--- src/rtl/sgu_pkg.sv ---
// ----------------------------------------------------------------------------
// sgu_pkg
// Shared widths and stage types for the segment geometry unit.
// ----------------------------------------------------------------------------
package sgu_pkg;

    localparam int COORD_W    = 32;
    localparam int DIFF_W     = COORD_W + 1;
    localparam int SQ_W       = 2 * DIFF_W;
    localparam int RAD_W      = SQ_W + 2;
    localparam int ROOT_W     = RAD_W / 2;
    localparam int REM_W      = ROOT_W + 4;
    localparam int LEN_W      = COORD_W + 1;
    localparam int UNIT_FRAC  = 30;
    localparam int QUO_W      = UNIT_FRAC + 1;
    localparam int UNIT_W     = UNIT_FRAC + 2;
    localparam int DREM_W     = LEN_W + 1;
    localparam int SQRT_CELLS = ROOT_W;
    localparam int DIV_CELLS  = QUO_W;

    typedef struct packed {
        logic [COORD_W-1:0] mid_x;
        logic [COORD_W-1:0] mid_y;
        logic               neg_x;
        logic               neg_y;
        logic [DIFF_W-1:0]  mag_x;
        logic [DIFF_W-1:0]  mag_y;
    } sgu_carry_t;

    typedef struct packed {
        logic [RAD_W-1:0]  rad;
        logic [REM_W-1:0]  rem;
        logic [ROOT_W-1:0] root;
        sgu_carry_t        carry;
    } sgu_sqrt_t;

    typedef struct packed {
        logic [LEN_W-1:0]  len;
        logic [DREM_W-1:0] rx;
        logic [DREM_W-1:0] ry;
        logic [QUO_W-1:0]  qx;
        logic [QUO_W-1:0]  qy;
        sgu_carry_t        carry;
    } sgu_div_t;

endpackage

--- src/rtl/sgu_div_cell.sv ---
// ----------------------------------------------------------------------------
// sgu_div_cell
// One quotient bit for both tangent lanes: compare, subtract, shift.
// ----------------------------------------------------------------------------
module sgu_div_cell
    import sgu_pkg::*;
(
    input  logic     clk,
    input  logic     rst_n,
    input  logic     advance,
    input  logic     in_valid,
    input  sgu_div_t in_data,
    output logic     out_valid,
    output sgu_div_t out_data
);

    logic     valid_reg;
    sgu_div_t data_reg;
    sgu_div_t data_next;
    logic [DREM_W-1:0] den;
    logic [DREM_W-1:0] sub_x;
    logic [DREM_W-1:0] sub_y;
    logic              ge_x;
    logic              ge_y;

    always_comb
    begin
        den   = {1'b0, in_data.len};
        ge_x  = (in_data.rx >= den);
        ge_y  = (in_data.ry >= den);
        sub_x = ge_x ? (in_data.rx - den) : in_data.rx;
        sub_y = ge_y ? (in_data.ry - den) : in_data.ry;
        data_next    = in_data;
        data_next.rx = {sub_x[DREM_W-2:0], 1'b0};
        data_next.ry = {sub_y[DREM_W-2:0], 1'b0};
        data_next.qx = {in_data.qx[QUO_W-2:0], ge_x};
        data_next.qy = {in_data.qy[QUO_W-2:0], ge_y};
    end

    always_ff @(posedge clk or negedge rst_n)
    begin
        if (!rst_n)
            valid_reg <= 1'b0;
        else if (advance)
            valid_reg <= in_valid;
    end

    always_ff @(posedge clk)
    begin
        if (advance)
            data_reg <= data_next;
    end

    assign out_valid = valid_reg;
    assign out_data  = data_reg;

endmodule

--- config.mk ---
export PLATFORM = sky130hd
export DESIGN_NAME = sgu_div_cell
export DESIGN_NICKNAME = d
export VERILOG_FILES = /design/src/rtl/sgu_pkg.sv /design/src/rtl/sgu_div_cell.sv
export SDC_FILE = /design/constraint.sdc
export NUM_CORES = 1
export LEC_CHECK = 0
export BUFFER_PORTS_ARGS = -buffer_cell sky130_fd_sc_hd__buf_2
export CORE_AREA = 3 3 230 232
export CTS_CLUSTER_DIAMETER = 80
export CTS_CLUSTER_SIZE = 16
export DETAILED_ROUTE_END_ITERATION = 10
export DIE_AREA = 0 0 233 235
export PLACE_DENSITY = 0.62
export SETUP_SLACK_MARGIN = 0.02
export SYNTH_ARGS = -nofsm -noshare
export SYNTH_HDL_FRONTEND = slang
export SYNTH_SLANG_ARGS = --single-unit
--- constraint.sdc ---
create_clock -name clk -period 0.8 [get_ports clk]
set_clock_uncertainty 0.05 [all_clocks]
set_input_delay 0.16 -clock clk [delete_from_list [all_inputs] [get_ports clk]]
set_output_delay 0.16 -clock clk [all_outputs]
set_load 0.005 [all_outputs]
==> results.cfg <==
[floorplan]
start_util = 0.264
io_pins = 595
core_um2 = 51200
fp.dieW_um = 233
die_h_um = 235
die_area_um2 = 54800
rows = 83

[clocking]
clk_pin_slew_ps = 70
cts_tree = built
clk-insertion-delay-late_ps = 570
cts_root_buf = clkbuf_16
cts_made_buffers = 26
numClockSinks = 294
cts.path.max_buffers = 3
htreeDepth = 1
cts_hold_buf = 242

[sta]
rsz0062_at_grt = yes
fmax_mhz = 355
fin_crit_ps = 2820
tns_ps = -276870
worst_slew_pin_slew_ps = 580
whs_ps = -149
setup_slack_ps = -2020
setup_violations = 363
max_slew_margin = 0.612
fin_crit_sh = 3.52
maxSlewViolCount = 0
hold_violations = 48

[yosys]
synthTopCellsByCount = edfxtp_1, ha_1, inv_1, a21oi_1, nor2_1
synth_top_family_by_area = compound AO/OA/AOI/OAI gates
synth_compound_area_frac = 0.112
synthArstFlopShare = 0.00340
seq_area_frac_synth = 0.653
ys_warn_count = 0
syn_inst = 948
synth_top_cell_area_share = 0.651
synth_xor_area_frac = 0.0305
synth-simple-area-share = 0.0657
yosys-top-cells-area = edfxtp_1, ha_1, a21oi_1, mux2_4, xnor2_1
synthFlopType = edfxtp_1
syn_area_per_cell_um2 = 14.3
synth.area.mux_share = 0.0476
synth_edf_count = 293
syn-cell-area_um2 = 13500
yosysMostFrequentCell = edfxtp_1
synth_top_area_cell = edfxtp_1
synth_fa_ha_area_frac = 0.0641
yosysUniqueCellTypes = 72
ys_ff_latch = 294

[placement]
place.gp.congestion = 0.932
place_ws_ps = -2900
io_buffers = 590
hpwlAfterDp_um = 55700

[global_routing]
grt_start_max_net_pins = 22
antenna_found_initial = 33
first_global_vias = 13600
grt_usage = 0.241
grt_overflow = 0
grt_pass1_wl_um = 95000

[power]
power_density_nw_per_um2 = 1840
leakagePower_nw = 10.9
power_mw = 44.5
vdd_drop_max_mv = 1.25

[worst_setup_path]
startpoint_type = primary input
worst_ep_required_time_ps = 1060
critical_path_class = in -> reg
worstSetupEndpointType = register
cp_max_fo = 7
cp.arrival_ps = 3080

[routing]
finalWirelength_um = 69700
drt_iter0_drc = 678
route.detailed.wl_per_inst_um = 24.5
dr.pass1.iters = 5
viasPerCell = 4.61
vias = 13100
drc_errors = 0
drtAntennaViolNets = 0

[finish]
drive_gt1_frac = 0.502
final_nets = 2490
syn_to_final_growth_pct = 79.2

[run]
cap_violations = 0

[status]
violations = negative hold slack, negative setup slack
status = finished with violations

[min_path]
min_path_type = in -> reg
cells in the final DEF (no fill, tap or decap), types with 31 or more instances in the layout:
master / synthesis / layout
ha_1: 66 / 62
nand2_1: 40 / 40
nor2_1: 48 / 48
dlygate4sd3_1: 0 / 242
buf_2: 3 / 531
buf_6: 3 / 67
mux2_4: 19 / 41
a21oi_1: 57 / 51
a21o_1: 37 / 37
buf_4: 2 / 300
inv_1: 58 / 53
edfxtp_1: 293 / 293
o21ai_0: 34 / 31
xnor2_1: 32 / 32
registers in the layout, summed over array words and instances (netlist names):
signal,flops
out_data,293
out_valid,1
routing by layer:
layer,part of all wire,global-route usage
met1,0.38,0.278
met2,0.52,0.446
met3,0.071,0.0587
met4,0.028,0.0571
met5,0.0019,0
report_power, final:
part	total, mW	switching (mW)	internal [mW]
sequential	19.3	0.591	18.7
clock	13.1	6.23	6.91
combinational	12.0	5.53	6.45
total	44.5	12.4	32.1
critical path, cell delays in order:
cell,delay [ps]
buf_8,110
inv_12,40
ha_4,120
inv_2,40
fa_2,330
a21o_1,190
a221oi_2,230
buf_4,180
o221ai_2,100
a2111o_1,430
a211oi_2,300
o31a_4,170
o21a_4,140
buf_12,170
inv_16,60
mux2_4,300
cell type report:
class	instances	area, um2
fill	4627	27000
antenna	20	50.0
timing repair buffer	1167	8580
tap	680	851
inverter	60	283
clock inverter	12	151
clock buffer	32	694
timing repair inverter	4	77.6
multi-input combinational	570	4700
sequential	294	8820
cells by family after synthesis:
group,after synthesis
AOI/OAI and AO/OA,223
xor gates and xnor gates,47
adders and majority gates,68
buffers and inverters,85
DFF,294
muxes,51
other,1
and+or+nand+nor,179
what timing repair did:
action | in CTS | in global routing
pin swaps | 23 | 17
resized for setup | 142 | 58
setup buffers | 18 | 10
cloned | 4 | 0
endpoints found under the setup margin | 363 | 363
endpoints found under the hold margin | 303 | 59
per-stage QoR:
stage	hold slack, ps	cell area [um2]	instances	util
after CTS	-187	23900	2812	0.466
after global placement	-115	19900	2504	0.388
after floorplan	-186	13700	949	-
after detailed placement	-113	19900	2504	0.388
after global routing	-176	24200	2827	0.472
final	-149	24200	2839	0.473
final timing paths:
| check | startpoint | endpoint | slack [ps] | cells past startpoint |
|---|---|---|---|---|
| worst max-delay path | in_data[194] | out_data[199] | -2020 | 16 |
| worst min-delay path | in_data[197] | out_data[198] | -150 | 2 |
| worst max register to register | out_valid | out_valid | 0 | 1 |
| worst min register to register | out_valid | out_valid | 480 | 1 |
| max in group asynchronous | rst_n | out_valid | 190 | 3 |
| min in group asynchronous | rst_n | out_valid | 400 | 3 |
Note: power is estimated with default switching activity, not from simulation.
