$ cat config.mk
export PLATFORM = sky130hd
export DESIGN_NAME = sgu_sqrt_cell
export DESIGN_NICKNAME = d
export VERILOG_FILES = /design/src/rtl/sgu_pkg.sv /design/src/rtl/sgu_sqrt_cell.sv
export SDC_FILE = /design/constraint.sdc
export NUM_CORES = 1
export LEC_CHECK = 0
export BUFFER_PORTS_ARGS = -buffer_cell sky130_fd_sc_hd__buf_2
export CAP_MARGIN = 20
export CORE_AREA = 2 2 216 218
export CTS_CLUSTER_SIZE = 10
export DETAILED_ROUTE_END_ITERATION = 8
export DIE_AREA = 0 0 218 220
export HOLD_SLACK_MARGIN = 0.08
export SLEW_MARGIN = 10
export SYNTH_ARGS = -nofsm -noshare
export SYNTH_HDL_FRONTEND = slang
export SYNTH_SLANG_ARGS = --single-unit
$ cat constraint.sdc
create_clock -name clk -period 0.8 [get_ports clk]
set_input_delay 0 -clock clk [delete_from_list [all_inputs] [get_ports clk]]
set_output_delay 0 -clock clk [all_outputs]
set_load 0.02 [all_outputs]
$ cat src/rtl/sgu_pkg.sv
// ----------------------------------------------------------------------------
// sgu_pkg
// Shared widths and stage types for the segment geometry unit.
// ----------------------------------------------------------------------------
package sgu_pkg;

    localparam int COORD_W    = 32;
    localparam int DIFF_W     = COORD_W + 1;
    localparam int SQ_W       = 2 * DIFF_W;
    localparam int RAD_W      = SQ_W + 2;
    localparam int ROOT_W     = RAD_W / 2;
    localparam int REM_W      = ROOT_W + 4;
    localparam int LEN_W      = COORD_W + 1;
    localparam int UNIT_FRAC  = 30;
    localparam int QUO_W      = UNIT_FRAC + 1;
    localparam int UNIT_W     = UNIT_FRAC + 2;
    localparam int DREM_W     = LEN_W + 1;
    localparam int SQRT_CELLS = ROOT_W;
    localparam int DIV_CELLS  = QUO_W;

    typedef struct packed {
        logic [COORD_W-1:0] mid_x;
        logic [COORD_W-1:0] mid_y;
        logic               neg_x;
        logic               neg_y;
        logic [DIFF_W-1:0]  mag_x;
        logic [DIFF_W-1:0]  mag_y;
    } sgu_carry_t;

    typedef struct packed {
        logic [RAD_W-1:0]  rad;
        logic [REM_W-1:0]  rem;
        logic [ROOT_W-1:0] root;
        sgu_carry_t        carry;
    } sgu_sqrt_t;

    typedef struct packed {
        logic [LEN_W-1:0]  len;
        logic [DREM_W-1:0] rx;
        logic [DREM_W-1:0] ry;
        logic [QUO_W-1:0]  qx;
        logic [QUO_W-1:0]  qy;
        sgu_carry_t        carry;
    } sgu_div_t;

endpackage

$ cat src/rtl/sgu_sqrt_cell.sv
// ----------------------------------------------------------------------------
// sgu_sqrt_cell
// One root digit: shift in two radicand bits, trial subtract, register.
// ----------------------------------------------------------------------------
module sgu_sqrt_cell
    import sgu_pkg::*;
(
    input  logic      clk,
    input  logic      rst_n,
    input  logic      advance,
    input  logic      in_valid,
    input  sgu_sqrt_t in_data,
    output logic      out_valid,
    output sgu_sqrt_t out_data
);

    logic      valid_reg;
    sgu_sqrt_t data_reg;
    sgu_sqrt_t data_next;
    logic [REM_W-1:0] rem_sh;
    logic [REM_W-1:0] trial;
    logic             ge;

    always_comb
    begin
        rem_sh = {in_data.rem[REM_W-3:0], in_data.rad[RAD_W-1:RAD_W-2]};
        trial  = {2'b00, in_data.root, 2'b01};
        ge     = (rem_sh >= trial);
        data_next       = in_data;
        data_next.rad   = {in_data.rad[RAD_W-3:0], 2'b00};
        data_next.rem   = ge ? (rem_sh - trial) : rem_sh;
        data_next.root  = {in_data.root[ROOT_W-2:0], ge};
    end

    always_ff @(posedge clk or negedge rst_n)
    begin
        if (!rst_n)
            valid_reg <= 1'b0;
        else if (advance)
            valid_reg <= in_valid;
    end

    always_ff @(posedge clk)
    begin
        if (advance)
            data_reg <= data_next;
    end

    assign out_valid = valid_reg;
    assign out_data  = data_reg;

endmodule

==> results_dict.tcl <==
set metrics [dict create \
    outcome "finished, violations left" \
    violations_in_the_final_reports "negative setup slack" \
    synth_common_cells "270 x sky130_fd_sc_hd__edfxtp_1, 56 x sky130_fd_sc_hd__nand2_1, 50 x sky130_fd_sc_hd__o21ai_0" \
    synth-async-reset-ratio 0.00369 \
    die_area_mm2 0.0480 \
    via_count 10005 \
    reg2reg_setup_slack_ps 20 \
    ys.flop_type "sky130_fd_sc_hd__edfxtp_1" \
    grt_setup_unrepaired "true" \
    timing.final.crit_period_ps 1940 \
    finalMaxSlewViolations 0 \
    ioPinCount 549 \
    slowest_delay_ps 340 \
    postSynthRegisterBits 271 \
    instances_no_fill 2301 \
    final.setup_skew_ps 0 \
    cts_max_path_buffers 3 \
    die_width_um 218 \
    layout_worst_path_cycle_share 2.42 \
    totalNegativeSetupSlack_ps -112160 \
    drt_pass1_iterations 5 \
    crit_chain "buf_2, inv_1, ha_2, buf_4, nand2_1, nor2_2, and3_4, a41o_4, a31oi_4, o21a_4, buf_12, buf_8, buf_16, nand2_2, o21ai_2" \
    dp_worst_setup_slack_ps -2010 \
    timing.critical_path.from_type "input pin" \
    total_area_of_multi_input_combinational_cells_mm2 0.00302 \
    placement.cell_area_mm2 0.0153 \
    synthCells 658 \
    yosys-top-cells-area "sky130_fd_sc_hd__edfxtp_1 77%, sky130_fd_sc_hd__ha_1 4.3%, sky130_fd_sc_hd__o21ai_0 2.4%" \
    numnets_final 1991 \
    min_to "out_data[118]" \
    chipHeight_um 220 \
    grt_pass1_wl_um 66100 \
    initial_utilization 0.231 \
    cell_count_post_placement 1933 \
    synth.largest_area_cell "sky130_fd_sc_hd__edfxtp_1" \
    diodes 0 \
    cts.clk_slew.worst_paths_ps 60 \
    final_antenna_net_count 0 \
    number_of_antenna_violations_at_the_first_check_in_global_routing 11 \
    critical_path.endpoint_type "register" \
    synth_largest_type_area_fraction 0.767 \
    numClockSinks 271 \
    last_weighted_congestion_value_of_the_routability_driven_placer 0.864 \
    crit_fanout 8 \
    grt_overflow 0 \
    grt_util_all_layers 0.188 \
    post_synth_num_cell_types 51 \
    tritoncts "yes" \
    clockRootBuffer "sky130_fd_sc_hd__clkbuf_16" \
    first_iter_violations 591 \
    worstReg2RegStart "out_valid" \
    yosys.cell_count.top_type "sky130_fd_sc_hd__edfxtp_1" \
    vdd_ir_drop_max_uv 1960 \
    yosysSeqAreaShare 0.769 \
    wirelength_um 50100 \
    drcViolationCount 0 \
    required_ps 1070 \
    setup_viol_count_final 311 \
    timing.final.ws_setup_ps -1140 \
    pin_count_of_the_biggest_net_entering_global_routing 56 \
    fillerInstances 3855 \
    drive_gt1_frac 0.538 \
    holdCritPathClass "in2reg" \
    max_freq_mhz 517 \
    area.growth.synth_to_final_pct 106 \
    area.sequential_mm2 0.00813 \
    placementRows 79 \
    worst_ep_arrival_time_ps 2200 \
    design.core.area_mm2 0.0459 \
    hold_viol_final 0 \
    hp-start "advance" \
    cap_violations 0 \
    crit_slowest_cell "sky130_fd_sc_hd__ha_2" \
    synth_enable_flop_cells 270 \
    ff2ff_path_depth 1 \
    finalInstanceArea_mm2 0.0218 \
    port-buffer-count 544 \
    clkLatencyLatePin_ps 510 \
    wire_per_inst_um 21.8 \
    worst_hold_slack_ps 2.00 \
    power_density_mw_per_mm2 1970 \
    h-tree-depth 2 \
    first_global_vias 10443 \
    critical_path_class "in2reg" \
    cts_buffers 34 \
    p_leak_nw 9.25 \
    timing.rr.end "out_valid" \
    worst_hold_path.num_cells 2 \
    place.detailed.hpwl_um 32900 \
    syn_area_mm2 0.0106 \
    synth_area_per_cell_um2 16.1 \
    drt-vias-per-instance 4.35 \
    yosys_warnings 0 \
]
-- sequential cells by signal, summed over array words and instances, names as in the netlist --
register / flops
out_valid: 1
out_data: 270
-- per-stage QoR --
step	total power, mW	utilization
floorplan	21.3	-
global placement	25.2	0.333
detailed placement	25.2	0.333
CTS	42.0	0.455
global route	44.4	0.475
finish	42.9	0.475
-- cells in the final DEF, fill, tap and decap left out, types with 9 or more instances in the layout --
cell                            netlist  routed
sky130_fd_sc_hd__a21o_1              16      16
sky130_fd_sc_hd__a21oi_1             33      22
sky130_fd_sc_hd__a21oi_2              3      12
sky130_fd_sc_hd__buf_12               0      10
sky130_fd_sc_hd__buf_2                7     286
sky130_fd_sc_hd__buf_4                2     152
sky130_fd_sc_hd__buf_6                2     265
sky130_fd_sc_hd__clkbuf_1             4      10
sky130_fd_sc_hd__clkbuf_16            0      37
sky130_fd_sc_hd__dlygate4sd3_1        0     276
sky130_fd_sc_hd__edfxtp_1           270     270
sky130_fd_sc_hd__ha_1                36      15
sky130_fd_sc_hd__ha_4                 0      20
sky130_fd_sc_hd__inv_1               45      30
sky130_fd_sc_hd__inv_2                1       9
sky130_fd_sc_hd__nand2_1             56      35
sky130_fd_sc_hd__nand2_2              0      11
sky130_fd_sc_hd__nand2_4              0      10
sky130_fd_sc_hd__nor2_1              14      11
sky130_fd_sc_hd__o21ai_0             50      10
sky130_fd_sc_hd__o21ai_1              2       9
sky130_fd_sc_hd__o21ai_2              0      31
sky130_fd_sc_hd__xnor2_1             20      17
sky130_fd_sc_hd__xor2_1              15      15
-- how the worst max path moves through the flow --
| stage | from | endpoint | cells past startpoint |
|---|---|---|---|
| finish | in_data[146] | out_data[181] | 15 |
| global route | in_data[141] | out_data[197] | 13 |
| CTS | in_data[142] | out_data[197] | 13 |
| detailed placement | in_data[142] | out_data[197] | 12 |
| global placement | in_data[140] | out_data[197] | 13 |
| floorplan | in_data[169] | out_data[203] | 12 |
-- layer usage --
layer / up-vias / part of all wire / track usage / wire length [um]
met4: 16 / 0.051 / 0.0991 / 2550
li1: 4517 / - / - / -
met3: 119 / 0.070 / 0.0467 / 3500
met1: 4864 / 0.35 / 0.205 / 17700
met2: 489 / 0.52 / 0.336 / 26300
met5: - / 0.0020 / 0 / 101
-- layout make-up --
type	instances	area share
inverters	46	0.00896
well taps	607	0.0349
clock inverters	6	0.00155
multi-input cells	326	0.139
clock buffers	45	0.0419
repair buffers	1000	0.401
flip-flops and latches	271	0.373
-- cells by family (layout without fill, tap and decap cells) --
group | count (synthesis) | count (layout) | synth area share
compound gates | 140 | 141 | 0.0842
xor+xnor | 35 | 35 | 0.0290
fa+ha+maj | 36 | 36 | 0.0426
buf+inv | 63 | 1097 | 0.0256
flops | 271 | 271 | 0.769
mux | 4 | 4 | 0.00414
other cells | 1 | 2 | 0.000355
simple gates | 108 | 108 | 0.0451
-- critical path: cells and delay by family --
kind / cells / cell delay (ps)
adder cells (fa/ha/maj): 1 / 340
AO/OA/AOI/OAI: 4 / 630
buffers and inverters: 6 / 750
AND/OR/NAND/NOR: 4 / 480
-- power breakdown --
part           internal, mW  switching (mW)
Sequential             17.2           0.709
Combinational          5.80            5.34
Clock                  7.94            5.86
Total                  30.9            11.9
-- what timing repair did --
action / in CTS / in global routing
resized for setup: 442 / 275
setup buffers: 29 / 9
hold buffers: 274 / 3
endpoints found under the hold margin: 511 / 268
cloned: 5 / 2
pin swaps: 51 / 51
setup endpoints to repair: 310 / 311
(Power assumes the default switching activity.)
